### src/rtl/dtsp_pkg.sv
`timescale 1ns / 1ps
`default_nettype none
// ----------------------------------------------------------------------------
// Dual-timeout sleep policy package
// Shared types, status codes, register indexes and widths for the policy.
// ----------------------------------------------------------------------------
package dtsp_pkg;

  localparam int unsigned DAY_MINUTES = 1440;
  localparam int unsigned COUNT_WIDTH = 24;
  localparam int unsigned OUT_WIDTH   = 24;
  localparam int unsigned REG_WIDTH   = 11;
  localparam int unsigned IDX_WIDTH   = 3;
  localparam int unsigned ST_WIDTH    = 3;

  typedef logic [REG_WIDTH-1:0]   reg_t;
  typedef logic [COUNT_WIDTH-1:0] count_t;

  localparam count_t COUNT_MAX = {COUNT_WIDTH{1'b1}};

  typedef enum logic [ST_WIDTH-1:0] {
    ST_OFF     = 3'd0,
    ST_SLEEP   = 3'd1,
    ST_IDLE    = 3'd2,
    ST_ACTIVE  = 3'd3,
    ST_UNKNOWN = 3'd4
  } status_e;

  typedef enum logic [IDX_WIDTH-1:0] {
    REG_TIMEOUT_OFF  = 3'd0,
    REG_TIMEOUT_WORK = 3'd1,
    REG_WINDOW_START = 3'd2,
    REG_WINDOW_END   = 3'd3
  } reg_idx_e;

  typedef struct packed {
    reg_t timeout_off;
    reg_t timeout_work;
    reg_t window_start;
    reg_t window_end;
  } cfg_t;

  function automatic count_t sat_inc(input count_t v);
    sat_inc = (v == COUNT_MAX) ? v : v + count_t'(1);
  endfunction

endpackage
`default_nettype wire

### src/rtl/dtsp_policy.sv
`timescale 1ns / 1ps
`default_nettype none
// ----------------------------------------------------------------------------
// Dual-timeout sleep policy: decision stage
// Tracks minute of day and the idle run, and decides each sample's status.
// ----------------------------------------------------------------------------
module dtsp_policy (
  input  wire logic                             clk_i,
  input  wire logic                             rst_ni,
  input  wire logic                             advance_i,
  input  wire logic [dtsp_pkg::ST_WIDTH-1:0]    activity_i,
  input  wire dtsp_pkg::cfg_t                   cfg_i,
  output dtsp_pkg::status_e                     decided_o
);

  localparam int unsigned DmWidth = $clog2(dtsp_pkg::DAY_MINUTES + 1);

  logic [DmWidth-1:0]     day_minute_q, day_minute_d;
  logic                   idle_active_q, idle_active_d;
  dtsp_pkg::reg_t         idle_run_q, idle_run_d;
  dtsp_pkg::status_e      st_in;
  dtsp_pkg::reg_t         run_base;
  dtsp_pkg::reg_t         run_sw;
  dtsp_pkg::reg_t         limit;
  logic                   in_window;
  logic                   busy;
  logic [DmWidth-1:0]     dm_inc;
  logic [DmWidth:0]       dm_ext;

  always_comb begin
    case (activity_i)
      dtsp_pkg::ST_OFF:    st_in = dtsp_pkg::ST_OFF;
      dtsp_pkg::ST_SLEEP:  st_in = dtsp_pkg::ST_SLEEP;
      dtsp_pkg::ST_IDLE:   st_in = dtsp_pkg::ST_IDLE;
      dtsp_pkg::ST_ACTIVE: st_in = dtsp_pkg::ST_ACTIVE;
      default:             st_in = dtsp_pkg::ST_UNKNOWN;
    endcase
  end

  assign dm_ext = {1'b0, day_minute_q};

  always_comb begin
    busy          = (st_in == dtsp_pkg::ST_ACTIVE) || (st_in == dtsp_pkg::ST_UNKNOWN);
    idle_active_d = (st_in == dtsp_pkg::ST_IDLE) ? 1'b1 : (busy ? 1'b0 : idle_active_q);
    run_base      = busy ? '0 : idle_run_q;
    in_window     = (dm_ext > {1'b0, DmWidth'(cfg_i.window_start)}) &&
                    (dm_ext <= {1'b0, DmWidth'(cfg_i.window_end)});
    limit         = in_window ? cfg_i.timeout_work : cfg_i.timeout_off;
    run_sw        = ((dm_ext == {1'b0, DmWidth'(cfg_i.window_start)}) ||
                     (dm_ext == {1'b0, DmWidth'(cfg_i.window_end)})) ? '0 : run_base;
    decided_o     = st_in;
    idle_run_d    = run_base;
    if (idle_active_d) begin
      idle_run_d = run_sw;
      if (run_sw < limit) begin
        decided_o  = dtsp_pkg::ST_ACTIVE;
        idle_run_d = run_sw + dtsp_pkg::reg_t'(1);
      end
    end
    dm_inc       = day_minute_q + DmWidth'(1);
    day_minute_d = (dm_inc >= DmWidth'(dtsp_pkg::DAY_MINUTES)) ? '0 : dm_inc;
  end

  always_ff @(posedge clk_i or negedge rst_ni) begin
    if (!rst_ni) begin
      day_minute_q  <= '0;
      idle_active_q <= 1'b0;
      idle_run_q    <= '0;
    end else if (advance_i) begin
      day_minute_q  <= day_minute_d;
      idle_active_q <= idle_active_d;
      idle_run_q    <= idle_run_d;
    end
  end

endmodule
`default_nettype wire

### src/rtl/dtsp_tally.sv
`timescale 1ns / 1ps
`default_nettype none
// ----------------------------------------------------------------------------
// Dual-timeout sleep policy: tally stage
// Keeps saturating running tallies and the registered decided status.
// ----------------------------------------------------------------------------
module dtsp_tally (
  input  wire logic                  clk_i,
  input  wire logic                  rst_ni,
  input  wire logic                  advance_i,
  input  wire dtsp_pkg::status_e     decided_i,
  output dtsp_pkg::status_e          status_o,
  output dtsp_pkg::count_t           sleep_o,
  output dtsp_pkg::count_t           wakeup_o,
  output dtsp_pkg::count_t           asleep_o,
  output dtsp_pkg::count_t           off_o,
  output dtsp_pkg::count_t           total_o
);

  dtsp_pkg::status_e status_q;
  dtsp_pkg::count_t  sleep_q, sleep_d;
  dtsp_pkg::count_t  wakeup_q, wakeup_d;
  dtsp_pkg::count_t  asleep_q, asleep_d;
  dtsp_pkg::count_t  off_q, off_d;
  dtsp_pkg::count_t  total_q, total_d;
  logic              tally_idle_q, tally_idle_d;
  logic              busy;

  always_comb begin
    busy         = (decided_i == dtsp_pkg::ST_ACTIVE) || (decided_i == dtsp_pkg::ST_UNKNOWN);
    asleep_d     = (decided_i == dtsp_pkg::ST_SLEEP) ? dtsp_pkg::sat_inc(asleep_q) : asleep_q;
    off_d        = (decided_i == dtsp_pkg::ST_OFF) ? dtsp_pkg::sat_inc(off_q) : off_q;
    sleep_d      = (decided_i == dtsp_pkg::ST_IDLE) ? dtsp_pkg::sat_inc(sleep_q) : sleep_q;
    wakeup_d     = (busy && tally_idle_q) ? dtsp_pkg::sat_inc(wakeup_q) : wakeup_q;
    total_d      = dtsp_pkg::sat_inc(total_q);
    tally_idle_d = tally_idle_q;
    if (busy) begin
      tally_idle_d = 1'b0;
    end else if ((decided_i == dtsp_pkg::ST_IDLE) || (decided_i == dtsp_pkg::ST_SLEEP)) begin
      tally_idle_d = 1'b1;
    end
  end

  always_ff @(posedge clk_i or negedge rst_ni) begin
    if (!rst_ni) begin
      sleep_q      <= '0;
      wakeup_q     <= '0;
      asleep_q     <= '0;
      off_q        <= '0;
      total_q      <= '0;
      tally_idle_q <= 1'b1;
    end else if (advance_i) begin
      sleep_q      <= sleep_d;
      wakeup_q     <= wakeup_d;
      asleep_q     <= asleep_d;
      off_q        <= off_d;
      total_q      <= total_d;
      tally_idle_q <= tally_idle_d;
    end
  end

  always_ff @(posedge clk_i) begin
    if (advance_i) begin
      status_q <= decided_i;
    end
  end

  assign status_o = status_q;
  assign sleep_o  = sleep_q;
  assign wakeup_o = wakeup_q;
  assign asleep_o = asleep_q;
  assign off_o    = off_q;
  assign total_o  = total_q;

endmodule
`default_nettype wire

### src/rtl/dual_timeout_sleep_policy.sv
`timescale 1ns / 1ps
`default_nettype none
// ----------------------------------------------------------------------------
// Dual-timeout sleep policy
// Decides a sleep status for each one-minute activity sample with a timeout
// chosen by time of day, and reports saturating running tallies.
//
// The input channel (in_valid_i, in_ready_o, activity_i) carries one sample
// per transfer. The output channel (out_valid_o, out_ready_i) carries one
// result per sample: the decided status and five tallies.
// A sample is captured in an input register and its result is written to the
// result register on the next edge at which that register is free. A new
// sample can be taken in every cycle while the receiver does not stall:
// throughput is then one sample per cycle, set by the single pass of compare
// and counter logic between the two registers.
// When the receiver stalls, the result register holds and the input register
// still takes one more sample; further samples wait until the result moves.
// Reset clears the minute counter, idle state, tallies and both valid flags,
// and loads the default timeouts and window. The user must write registers
// via cfg_we_i, cfg_idx_i, cfg_wdata_i while no sample is in flight (not enforced).
// ----------------------------------------------------------------------------
module dual_timeout_sleep_policy (
  input  wire logic                                clk_i,
  input  wire logic                                rst_ni,
  input  wire logic                                cfg_we_i,
  input  wire logic [dtsp_pkg::IDX_WIDTH-1:0]      cfg_idx_i,
  input  wire logic [dtsp_pkg::REG_WIDTH-1:0]      cfg_wdata_i,
  input  wire logic                                in_valid_i,
  output logic                                     in_ready_o,
  input  wire logic [dtsp_pkg::ST_WIDTH-1:0]       activity_i,
  output logic                                     out_valid_o,
  input  wire logic                                out_ready_i,
  output logic [dtsp_pkg::ST_WIDTH-1:0]            decided_status_o,
  output logic [dtsp_pkg::OUT_WIDTH-1:0]           sleep_minutes_o,
  output logic [dtsp_pkg::OUT_WIDTH-1:0]           wakeup_events_o,
  output logic [dtsp_pkg::OUT_WIDTH-1:0]           asleep_minutes_o,
  output logic [dtsp_pkg::OUT_WIDTH-1:0]           off_minutes_o,
  output logic [dtsp_pkg::OUT_WIDTH-1:0]           total_minutes_o
);

  dtsp_pkg::cfg_t                      cfg_q;
  logic                                in_valid_q;
  logic [dtsp_pkg::ST_WIDTH-1:0]       activity_q;
  logic                                out_valid_q;
  logic                                advance;
  dtsp_pkg::status_e                   decided;
  dtsp_pkg::status_e                   status;
  dtsp_pkg::count_t                    sleep_cnt, wakeup_cnt, asleep_cnt, off_cnt, total_cnt;

  assign advance    = in_valid_q && (!out_valid_q || out_ready_i);
  assign in_ready_o = !in_valid_q || advance;

  always_ff @(posedge clk_i or negedge rst_ni) begin
    if (!rst_ni) begin
      cfg_q.timeout_off  <= dtsp_pkg::reg_t'(45);
      cfg_q.timeout_work <= dtsp_pkg::reg_t'(120);
      cfg_q.window_start <= dtsp_pkg::reg_t'(480);
      cfg_q.window_end   <= dtsp_pkg::reg_t'(1020);
    end else if (cfg_we_i) begin
      unique case (cfg_idx_i)
        dtsp_pkg::REG_TIMEOUT_OFF:  cfg_q.timeout_off  <= cfg_wdata_i;
        dtsp_pkg::REG_TIMEOUT_WORK: cfg_q.timeout_work <= cfg_wdata_i;
        dtsp_pkg::REG_WINDOW_START: cfg_q.window_start <= cfg_wdata_i;
        dtsp_pkg::REG_WINDOW_END:   cfg_q.window_end   <= cfg_wdata_i;
        default: ;
      endcase
    end
  end

  always_ff @(posedge clk_i or negedge rst_ni) begin
    if (!rst_ni) begin
      in_valid_q  <= 1'b0;
      out_valid_q <= 1'b0;
    end else begin
      if (in_ready_o) begin
        in_valid_q <= in_valid_i;
      end
      if (advance) begin
        out_valid_q <= 1'b1;
      end else if (out_ready_i) begin
        out_valid_q <= 1'b0;
      end
    end
  end

  always_ff @(posedge clk_i) begin
    if (in_valid_i && in_ready_o) begin
      activity_q <= activity_i;
    end
  end

  dtsp_policy u_policy (
    .clk_i     (clk_i),
    .rst_ni    (rst_ni),
    .advance_i (advance),
    .activity_i(activity_q),
    .cfg_i     (cfg_q),
    .decided_o (decided)
  );

  dtsp_tally u_tally (
    .clk_i    (clk_i),
    .rst_ni   (rst_ni),
    .advance_i(advance),
    .decided_i(decided),
    .status_o (status),
    .sleep_o  (sleep_cnt),
    .wakeup_o (wakeup_cnt),
    .asleep_o (asleep_cnt),
    .off_o    (off_cnt),
    .total_o  (total_cnt)
  );

  assign out_valid_o      = out_valid_q;
  assign decided_status_o = status;
  assign sleep_minutes_o  = dtsp_pkg::OUT_WIDTH'(sleep_cnt);
  assign wakeup_events_o  = dtsp_pkg::OUT_WIDTH'(wakeup_cnt);
  assign asleep_minutes_o = dtsp_pkg::OUT_WIDTH'(asleep_cnt);
  assign off_minutes_o    = dtsp_pkg::OUT_WIDTH'(off_cnt);
  assign total_minutes_o  = dtsp_pkg::OUT_WIDTH'(total_cnt);

endmodule
`default_nettype wire

### config.mk
export PLATFORM = sky130hd
export DESIGN_NAME = dual_timeout_sleep_policy
export DESIGN_NICKNAME = d
export VERILOG_FILES = /design/src/rtl/dtsp_pkg.sv /design/src/rtl/dtsp_policy.sv /design/src/rtl/dtsp_tally.sv /design/src/rtl/dual_timeout_sleep_policy.sv
export SDC_FILE = /design/constraint.sdc
export NUM_CORES = 1
export LEC_CHECK = 0
export BUFFER_PORTS_ARGS = -buffer_cell sky130_fd_sc_hd__buf_2
export CAP_MARGIN = 40
export CORE_MARGIN = 1
export CORE_UTILIZATION = 45
export CTS_BUF_LIST = sky130_fd_sc_hd__clkbuf_16
export CTS_CLUSTER_DIAMETER = 60
export CTS_CLUSTER_SIZE = 8
export DETAILED_ROUTE_END_ITERATION = 8
export PLACE_DENSITY = 0.73
export SYNTH_ARGS = -nofsm -noshare
export SYNTH_HDL_FRONTEND = slang
export SYNTH_SLANG_ARGS = --single-unit
### constraint.sdc
create_clock -name clk_i -period 10.25 [get_ports clk_i]
set_input_delay 2.05 -clock clk_i [delete_from_list [all_inputs] [get_ports clk_i]]
set_output_delay 2.05 -clock clk_i [all_outputs]
set_load 0.02 [all_outputs]
Word-level counts from Yosys, hierarchy flattened. Cells that the tools add are included.

Bits in writable memories: 0. Output and inout bits: 125. Bits in read-only memories: 0. Word-level logic and storage cells: 95. Register bits: 196. Latch bits: 0. Memories kept: 0. Bits of input ports: 22.

Reduce and logical (&&, ||, !) cells: 27. $mul: 0. Add/subtract/negate cells: 7. Div/mod/pow operators: 0. Multiplexer cells: 15. Equal/unequal tests: 20. Order comparisons: 4. Shift operators: 0. Bitwise logic cells: 5.

Operators by type and width (number): 24-bit by 1-bit adder with 24-bit output, second input constant (5); 24-bit == test, second input constant (5); 11-bit two-way mux (6); 3-bit by 2-bit == test with 1-bit output, second input constant (8); 11-bit by 1-bit adder with 11-bit output, second input constant (2); 11-bit == test (2); 3-bit case mux with 4 select lines (1); 2-bit AND reduction (6); 3-bit AND reduction (4); 11-bit >= comparator, second input constant (1); 11-bit > comparator (1); 11-bit less-or-equal comparator (1); 11-bit < comparator (1); 3-bit by 1-bit == test with 1-bit output, second input constant (3); 3-bit zero test (3); 3-bit == test, second input constant (2); 1-bit logical OR (6); 1-bit two-way mux (6); 3-bit two-way mux (2); 1-bit NOT (5); 1-bit logical AND (4); 2-bit nonzero test (2); 1-bit zero test (2).

Depth between registers and ports, before layout. Gate-level depths: netlist of run 1.

Depth in word-level cells: 13. Mapped depth: 18. Depth with buffers taken out: 15.

Hierarchy. A second synthesis of run 1 with hierarchy kept.

Cell total of the unflattened synthesis: 940. Area total of the unflattened synthesis: 10435.0 um^2.

By module, submodules not included: dtsp_tally (instances 1, area an instance 5975.7 um^2, cells each 525, seq. area each 3119.2 um^2); dtsp_policy (instances 1, area an instance 2488.6 um^2, cells each 308, seq. area each 575.6 um^2); dual_timeout_sleep_policy (instances 1, area an instance 1970.6 um^2, cells each 107, seq. area each 1266.2 um^2).

Least setup slack after synthesis of run 1. OpenSTA, ideal clock, no wires.

Kind: in2out. Start point: input out_ready_i. End point: output in_ready_o. Slack: 5872 ps. Required time: 8200 ps. Data arrival time: 2328 ps. Cell stages on the path: 1. Path buffers: 0. Path through: nand3b_1.

Word-level cells in the longest chain between the ends: 3.

RTL lines: start, declared (RTL line dual_timeout_sleep_policy.sv:32) `input wire logic out_ready_i,`; 1-bit logical OR (RTL line dual_timeout_sleep_policy.sv:50) `assign advance = in_valid_q && (!out_valid_q || out_ready_i);`; 1-bit logical AND (RTL line dual_timeout_sleep_policy.sv:50); 1-bit logical OR (RTL line dual_timeout_sleep_policy.sv:51) `assign in_ready_o = !in_valid_q || advance;`; end, declared (RTL line dual_timeout_sleep_policy.sv:29) `output logic in_ready_o,`.

Every way passes these cells.

Worst setup path in the final report of run 1.
Start point: register cfg_q[8] in the netlist's numbering. End point: register u_tally.sleep_q[1], in the netlist u_tally.sleep_o[1].

Word-level cells in the longest chain between the ends: 8. Elaborated cells on any way between the ends: 11. Classes of those cells: order compare: 2; eq/ne: 2; mux: 4; reduce/logical: 3.

RTL lines: start, declared (RTL line dual_timeout_sleep_policy.sv:41) `dtsp_pkg::cfg_t cfg_q;`; 11-bit less-or-equal comparator or 11-bit == test (tied branches) (RTL line dtsp_policy.sv:47, dtsp_policy.sv:50); 1-bit logical AND or 1-bit logical OR (tied branches) (RTL line dtsp_policy.sv:46, dtsp_policy.sv:49); 11-bit two-way mux, on equally long branches (RTL line dtsp_policy.sv:48, dtsp_policy.sv:50); 11-bit < comparator (*) (RTL line dtsp_policy.sv:55) `if (run_sw < limit) begin`; 3-bit two-way mux (*) (RTL line dtsp_policy.sv:55); 3-bit two-way mux (*) (RTL line dtsp_policy.sv:53) `if (idle_active_d) begin`; 3-bit by 2-bit == test with 1-bit output (*) (RTL line dtsp_tally.sv:33) `sleep_d = (decided_i == dtsp_pkg::ST_IDLE) ? dtsp_pkg::sat_inc(sleep_q) : sleep_q;`; 3-bit AND reduction (no source line) (*); end signal, assigned (RTL line dtsp_tally.sv:53) `sleep_q <= sleep_d;`; end, declared (RTL line dtsp_tally.sv:21) `dtsp_pkg::count_t sleep_q, sleep_d;`.

Every way passes the cells marked *; elsewhere a longest branch is shown, timed or not. A chain may end at the register's enable or synchronous reset.

==> results of run 1 <==
==> stage by stage <==
step                hold slack, ps  instance area, um^2  total power (W)  setup WS, ps  utilization (%)
floorplan                    442.0                10340         0.001235          5872                -
global placement             466.8                11360         0.001361          5336            50.31
detailed placement           473.5                11440         0.001386          5463            50.67
CTS                          485.7                12070         0.002097          5585            53.48
global route                 511.6                12070         0.002191          5264            53.49
finish                       486.6                12080         0.002079          5583            53.50
==> tightest hold or removal path: stages, from the launching register on <==
cell     delay [ps]
dfstp_2         360
inv_1            60
a21oi_1          60
==> registers in the layout, indices dropped and copies added (netlist names), 11 cells and up <==
register / cells
u_tally.off_o: 24
u_policy.idle_run_q: 11
u_tally.total_o: 24
u_tally.sleep_o: 24
cfg_q: 44
u_tally.asleep_o: 24
u_policy.day_minute_q: 11
u_tally.wakeup_o: 24
==> cell families after synthesis <==
kind of cell | share of synthesized area [%]
muxes | 5.443
buffers and inverters | 3.048
adders and majority gates | 4.718
DFF | 47.96
and+or+nand+nor | 22.14
xor gates and xnor gates | 9.738
AOI/OAI and AO/OA | 6.956
==> power by group <==
group	switching [W]	internal, W	total, W
sequential	0.0000843	0.000874	0.000958
clock	0.000333	0.000376	0.000709
combinational	0.000242	0.000170	0.000412
==> per-layer routing <==
layer	vias up	global-route usage, %	part of all wire (%)	routed length [um]
li1	3823	-	-	-
met1	3945	29.22	47	11090
met2	178	33.42	48	11540
met3	14	4.143	4.1	980
met4	0	4.429	0.78	186
met5	-	0	0	0
==> worst paths after layout <==
kind,from,endpoint,slack [ps],depth (start not counted)
max,cfg_q[8],u_tally.sleep_o[1],5580,16
min,u_tally.tally_idle_q,u_tally.tally_idle_q,490,2
max reg2reg,cfg_q[8],u_tally.sleep_o[1],5580,16
min reg2reg,u_tally.tally_idle_q,u_tally.tally_idle_q,490,2
max in group asynchronous,rst_ni,u_tally.tally_idle_q,7490,3
min in group asynchronous,rst_ni,u_tally.sleep_o[19],1550,1
==> final cells by class <==
type | count | share of cell area [%]
clock buffer | 17 | 3.523
sequential | 196 | 41.08
timing repair buffer | 162 | 7.418
tap | 285 | 2.953
inverter | 40 | 1.243
clock inverter | 15 | 1.730
antenna | 2 | 0.04144
multi-input combinational | 708 | 42.01
==> Yosys cell counts (all sizes together) (15+ instances only) <==
master,instances,area [um^2]
ha,39,488.0
buf,18,93.84
nand2,75,281.5
nand4,54,350.3
inv,40,150.1
a21oi,18,93.84
dfstp,21,551.8
and2,22,137.6
dfrtp,169,4229
nor4,15,152.6
xnor2,100,875.8
o21ai,27,135.1
nor3,21,116.4
and3,45,286.5
clkbuf,19,71.32
xor2,15,131.4
mux2,39,442.9
nand3,76,385.4
nor2,39,151.4
==> run metrics, run 1 <==
Avg WL per Cell 16.70 um; DP HPWL 17400 um; Synth Cell Area 10340 um^2; die area 23600 um^2; Post-CTS Setup Inserts 0; crit-path max cell delay 550 ps; Final Cycle Share 45.53%; CTS clock-pin slew for the worst setup and hold paths 80 ps; Cells after DPL 1391; Largest delay share family, worst path simple AND/OR/NAND/NOR gates; Yosys Warn Count 0; Final ANT Viol Nets 0; clock buffer depth 2; Total Routing Usage GR 20.84%; PostCTS Resize Cnt 0; crit path cell chain inv_1 -> ha_1 -> and4_1 -> nand3_1 -> a21oi_2 -> and3_1 -> mux2i_1 -> ha_1 -> nand4_1 -> nor4_4 -> nand4b_2 -> nand3_2 -> a31oi_2 -> buf_4 -> or3_4 -> mux2_4; Slew Limit Fails 0; Max-Cap Viols 0; worst min-delay path class reg2reg; PD cells 172.2 nW/um^2; GRT overflow 0; Slew headroom 50.31%; Final setup violation count 0; most common cell after layout, fill and taps aside dfrtp_1; Inserted Clock Buffers 17; CP arrival 4990 ps; DRC errors left 0; worst-path maximum fanout 25; core area 22570 um^2; maximum VDD drop 118.8 uV; via count 7960; Area Overhead vs Synth 16.75%; EDFF count, synth 6; Leak 5.650 nW; Worst-Margin Slew 743.5 ps; CP max stage cell and3_1; Avg Inst Size Synth 10.54 um^2; critical path class reg2reg; # IOs 147; fin nets 1186; storage element area 4961 um^2; fmax 214.3 MHz; most frequent cells in the layout dfrtp_1 (169), buf_2 (145), xnor2_1 (100); H-tree level count 4; Clock Latency Late Sink 440 ps; Final Hold Viols 0; fill cell count 2012; status finished clean; Vert. Die Dim 153.6 um; drt first pass iters 5; Worst Path Buf+Inv 2; sequential element share of the synthesized area 47.96%; dominant synthesized flop cell dfrtp_1; Non-Filler Instances 1425; number of global-route vias before repair 7720; RD Place Congestion 0.8826; Clock Sinks 196; first-pass GRT wire length 39770 um; cell repeated most along the worst path ha_1; multi-input logic area 5074 um^2; fraction of layout instances using a drive strength above 1 24.69%; Starting Density 45.83%; Sum Neg Setup Slack 0 ps; final wirelength 23790 um; Root Driver clkbuf_16; Port Buf Inserts 146; Hold Buf Count CTS 0; unrepaired setup endpoints after global routing no; row count 55; Post-Syn Nets 1042; CP endpoint kind flip-flop; synthesis-stage register bit count 196; Synth Instances 981; die width 153.6 um; vias per cell 5.586; Yosys cell types 73; initial antenna violation count 1; largest net degree at the start of global routing 62; worst setup skew after layout 12.89 ps; Final min period 4667 ps; fraction of registers with async set/reset 96.94%; Starting DRT DRC Count 537; TritonCTS clock tree yes; required time worst endpoint 10570 ps; Worst setup SP type flip-flop
No activity file was read; power rests on OpenSTA's default activity.
==> run 2, diff against run 1 <==
clock period = 4.4 ns   (was 10.25 ns; I/O delays follow)
==> run metrics, run 2 (synthesized netlist as in run 1, its figures left out) <==
unrepaired setup endpoints after global routing no; TritonCTS clock tree yes; Internal Power 0.003264 W (+130%); max FFs per register 44 (unchanged); most common cell after layout, fill and taps aside dfrtp_1; switching share of total power 32.92% (+1.2 points); required time worst endpoint 4740 ps (-5830 ps); Slew headroom 46.66% (-3.7 points); R2R Setup Slk 220 ps (-5370 ps); clock buffer depth 2 (unchanged); CP max stage cell dfstp_2; final wirelength 23080 um (-3.0%); worst setup skew after layout 17.91 ps (+5.024 ps); Clock Latency Late Sink 450 ps (about the same); CP arrival 4520 ps (-470 ps); H-tree level count 4 (unchanged); CP endpoint kind flip-flop; DP HPWL 16520 um (-5.1%); Starting Density 45.83% (unchanged); fmax 239.0 MHz (+12%); part of the power in registers 45.7% (-0.4 points); Worst-Margin Slew 794.1 ps (+50.53 ps); Max-Cap Viols 0 (unchanged); status finished clean; worst-path maximum fanout 15 (-40%); core area 22570 um^2 (unchanged); Largest Register cfg_q; most frequent cells in the layout dfrtp_1 (169), buf_2 (145), xnor2_1 (100); final hold slack 488.0 ps (+1.388 ps); first-pass GRT wire length 38470 um (-3.3%); via count 8010 (+0.63%); Final Cycle Share 95.08% (+50 points); clock power share 34.0% (about the same); post-route cell area 12180 um^2 (+0.88%); Area Overhead vs Synth 17.78%; Total Routing Usage GR 19.99% (-0.85 points); Worst setup SP type flip-flop; RD Place Congestion 0.8595 (-2.6%); fin nets 1198 (+1.0%); Hold Buf Count CTS 0 (unchanged); Vert. Die Dim 153.6 um (unchanged); Avg WL per Cell 16.07 um (-3.7%); fraction of layout instances using a drive strength above 1 25.74% (+1.0 points); vias per cell 5.578 (-0.14%); Comb pwr share 20.3% (+0.5 points); Clock Sinks 196 (unchanged); crit path cell chain inv_1 -> ha_1 -> and4_4 -> a21boi_1 -> o311ai_4 -> and3_4 -> buf_12 -> mux2i_1 -> ha_1 -> a21o_1 -> a21o_1 -> a21oi_1 -> nand3_2 -> a31oi_2 -> buf_6 -> buf_4 -> a31oi_1 -> a31o_2; placed cell area 11490 um^2 (+0.43%); Starting DRT DRC Count 552 (+2.8%); Final min period 4184 ps (-483.0 ps); Port Buf Inserts 146 (unchanged); critical path class reg2reg; Final setup violation count 0 (unchanged); Inserted Clock Buffers 17 (unchanged); # IOs 147 (unchanged); largest net degree at the start of global routing 91 (+47%); number of global-route vias before repair 7582 (-1.8%); Leak 5.685 nW (+0.62%); drt first pass iters 5 (unchanged); Final ANT Viol Nets 0 (unchanged); die area 23600 um^2 (unchanged); Switching Power 0.001602 W (+140%); row count 55 (unchanged); maximum VDD drop 284.0 uV (+140%); Sum Neg Setup Slack 0 ps (unchanged); fill cell count 1978 (-1.7%); GRT overflow 0 (unchanged); Root Driver clkbuf_16; worst min-delay path class in2async; PD cells 399.4 nW/um^2 (+130%); DRC errors left 0 (unchanged); CTS clock-pin slew for the worst setup and hold paths 90 ps (about the same); initial antenna violation count 1 (unchanged); Final Hold Viols 0 (unchanged); crit-path max cell delay 540 ps (about the same); Slew Limit Fails 0 (unchanged); die width 153.6 um (unchanged)
## run 2: final timing paths
check | from | to | cells past startpoint
setup / recovery | cfg_q[4] | u_policy.idle_run_q[4] | 18
hold / removal | rst_ni | u_tally.sleep_o[16] | 1
setup reg to reg | cfg_q[4] | u_policy.idle_run_q[4] | 18
hold reg to reg | u_tally.sleep_o[4] | u_tally.sleep_o[4] | 1
max in group asynchronous | rst_ni | u_tally.tally_idle_q | 2
min in group clk_i | u_tally.sleep_o[4] | u_tally.sleep_o[4] | 1
## run 2: per-layer routing
layer	global-route usage [%]	wire [um]	up-vias
met5	0	0	-
met4	4.810	187	0
met3	3.692	975	16
met2	31.52	10920	182
met1	28.46	11000	3960
li1	-	-	3852
## run 2: cell type report
| type | instances | area (um^2) | share of cell area (%) |
|---|---|---|---|
| Timing Repair Buffer | 174 | 991.0 | 8.134 |
| Clock inverter | 15 | 212.7 | 1.746 |
| Tap cell | 285 | 356.6 | 2.927 |
| Inverter | 40 | 150.1 | 1.232 |
| Antenna cell | 1 | 2.502 | 0.02054 |
| Clock buffer | 17 | 425.4 | 3.492 |
| Multi-Input combinational cell | 708 | 5084 | 41.73 |
| Sequential cell | 196 | 4961 | 40.72 |
## run 2: power groups by stage
stage,Sequential [W],Clock (W),Combinational (W)
floorplan,0.00230,0,0.000575
global placement,0.00225,0,0.000931
detailed placement,0.00226,0,0.000970
CTS,0.00222,0.00170,0.000973
global route,0.00225,0.00177,0.00111
finish,0.00222,0.00165,0.000987
## run 2: worst max-delay path, delay by kind of cell, from the launching register on
kind / cells / cell delay (ps)
compound gates: 8 / 1580
fa+ha+maj: 2 / 580
flops: 1 / 540
buf+inv: 4 / 580
mux: 1 / 230
simple gates: 3 / 600
## run 2: stage by stage
stage,cells,worst slack [ps],utilization [%],power (W)
floorplan,981,418.7,-,0.002878
global placement,1398,197.2,50.85,0.003180
detailed placement,1399,93.29,50.89,0.003225
CTS,1431,62.77,53.71,0.004892
global route,1436,5.068,53.97,0.005127
finish,1436,216.5,53.97,0.004865
## run 2: what timing repair did
action,4_1_cts,5_1_grt
setup buffers,0,4
gates resized for setup,0,7
setup endpoints to repair,0,48
==> run 3, diff against run 2 <==
GPL_TIMING_DRIVEN = 0   (was default)
==> run metrics, run 3 (synthesized netlist as in run 1, its figures left out) <==
switching share of total power 32.10% (-0.82 points); Max-Cap Viols 0 (unchanged); CP max stage cell dfstp_2; Clock Sinks 196 (unchanged); fin nets 1215 (+1.4%); initial antenna violation count 2 (+1); Root Driver clkbuf_16; worst min-delay path class in2async; Final setup violation count 0 (unchanged); CTS clock-pin slew for the worst setup and hold paths 80 ps (about the same); max FFs per register 44 (unchanged); R2R Setup Slk 130 ps (-80 ps); PD cells 394.9 nW/um^2 (-1.1%); via count 8158 (+1.8%); drt first pass iters 5 (unchanged); largest net degree at the start of global routing 120 (+32%); Final ANT Viol Nets 0 (unchanged); Avg WL per Cell 16.45 um (+2.4%); RD Place Congestion 0.8893 (+3.5%); Slew headroom 49.92% (+3.3 points); first-pass GRT wire length 39600 um (+2.9%); Inserted Clock Buffers 17 (unchanged); Largest Register cfg_q; cell repeated most along the worst path ha_1; crit-path max cell delay 540 ps (about the same); most frequent cells in the layout dfrtp_1 (169), buf_2 (152), xnor2_1 (100); Vert. Die Dim 153.6 um (unchanged); Worst setup SP type flip-flop; Starting Density 45.83% (unchanged); DRC errors left 0 (unchanged); CP endpoint kind flip-flop; Area Overhead vs Synth 18.75%; Hold Buf Count CTS 0 (unchanged); DP HPWL 17110 um (+3.6%); Slew Limit Fails 0 (unchanged); clock power share 32.6% (-1.4 points); FF-to-FF path depth 14 (-4); final wirelength 23880 um (+3.5%); part of the power in registers 45.8% (about the same); die area 23600 um^2 (unchanged); Total Routing Usage GR 20.61% (+0.62 points); fraction of layout instances using a drive strength above 1 25.62% (-0.12 points); die width 153.6 um (unchanged); Leak 5.727 nW (+0.74%); Comb pwr share 21.5% (+1.2 points); Tot Pwr 0.004850 W (-0.31%); worst setup skew after layout 14.13 ps (-3.790 ps); worst-path maximum fanout 10 (-5); Final Cycle Share 96.99% (+1.9 points); Final min period 4268 ps (+84.18 ps); H-tree level count 4 (unchanged); Clock Latency Late Sink 430 ps (-20 ps); Port Buf Inserts 146 (unchanged); maximum VDD drop 263.4 uV (-7.3%); status finished clean; critical path class reg2reg; Internal Power 0.003293 W (+0.91%); Cells after DPL 1414 (+1.1%); Switching Power 0.001557 W (-2.8%); Final Hold Viols 0 (unchanged); Non-Filler Instances 1452 (+1.1%); vias per cell 5.618 (+0.73%); row count 55 (unchanged); CP arrival 4590 ps (+70 ps); Starting DRT DRC Count 528 (-4.3%); TritonCTS clock tree yes; GRT overflow 0 (unchanged); core area 22570 um^2 (unchanged); crit path cell chain inv_1 -> ha_1 -> and4_4 -> a21boi_1 -> o311ai_4 -> and3_4 -> buf_8 -> mux2i_1 -> ha_1 -> nand4_1 -> nor3_1 -> a31oi_4 -> or3_4 -> mux2_4; final hold slack 453.5 ps (-34.47 ps); Worst-Margin Slew 751.2 ps (-42.89 ps); # IOs 147 (unchanged); ant diodes 0 (-1); fmax 234.3 MHz (-2.0%); required time worst endpoint 4720 ps (-20 ps); number of global-route vias before repair 7830 (+3.3%); clock buffer depth 2 (unchanged); most common cell after layout, fill and taps aside dfrtp_1
run 3: cell count changes in the layout (fill, tap and decap cells not counted), sizes merged:
cell      delta
buf          -2
bufinv       +1
clkbuf      +19
clkinv       +2
clkinvlp     +2
diode        -1
inv          -5
run 3: what timing repair did:
action | 4_1_cts | 5_1_grt
cloned | 0 | 0
buffers inserted | 0 | 6
pin swaps | 1 | 10
gates resized for setup | 11 | 24
endpoints found under the setup margin | 95 | 100
run 3: worst max-delay path: cells and delay by family, from the launching register on:
kind                       cells  cell delay (ps)
AOI/OAI and AO/OA              3              660
adders and majority gates      2              500
buffers and inverters          2              210
DFF                            1              540
muxes                          2              650
and+or+nand+nor                5             1610
run 3: per-stage QoR:
step	util [%]	setup WS, ps	TNS [ps]	area (um^2)
after floorplan	-	418.7	0	10340
after global placement	50.64	-721.9	-128470	11430
after detailed placement	50.93	-271.1	-13500	11500
after CTS	53.85	19.23	0	12150
after global routing	54.42	-65.42	-1844	12280
final	54.42	132.3	0	12280
run 3: final timing paths:
| kind | startpoint | endpoint |
|---|---|---|
| max | cfg_q[3] | u_tally.sleep_o[1] |
| min | rst_ni | u_tally.sleep_o[18] |
| max reg2reg | cfg_q[3] | u_tally.sleep_o[1] |
| min reg2reg | u_tally.sleep_o[9] | u_tally.sleep_o[9] |
| max in group asynchronous | rst_ni | u_tally.tally_idle_q |
| min in group clk_i | u_tally.sleep_o[9] | u_tally.sleep_o[9] |
run 3: per-layer routing:
layer	GRT usage [%]	wire [um]
met1	28.08	11140
met5	0	24
met3	3.692	967
met4	5.143	302
met2	33.98	11450
run 3: final cells by class:
type,count,area (um^2)
Timing Repair Buffer,154,840.8
Fill cell,2033,10290
Tap cell,285,356.6
Multi-Input combinational cell,708,5172
Sequential cell,196,4961
Inverter,40,150.1
Clock buffer,17,425.4
Clock inverter,15,182.7
Buffer,37,193.9
run 3: power groups by stage:
| stage | Sequential [W] | Clock [W] | Combinational [W] |
|---|---|---|---|
| floorplan | 0.00230 | 0 | 0.000575 |
| global placement | 0.00224 | 0 | 0.000931 |
| detailed placement | 0.00225 | 0 | 0.000980 |
| CTS | 0.00222 | 0.00162 | 0.000999 |
| global route | 0.00225 | 0.00170 | 0.00116 |
| finish | 0.00222 | 0.00158 | 0.00104 |
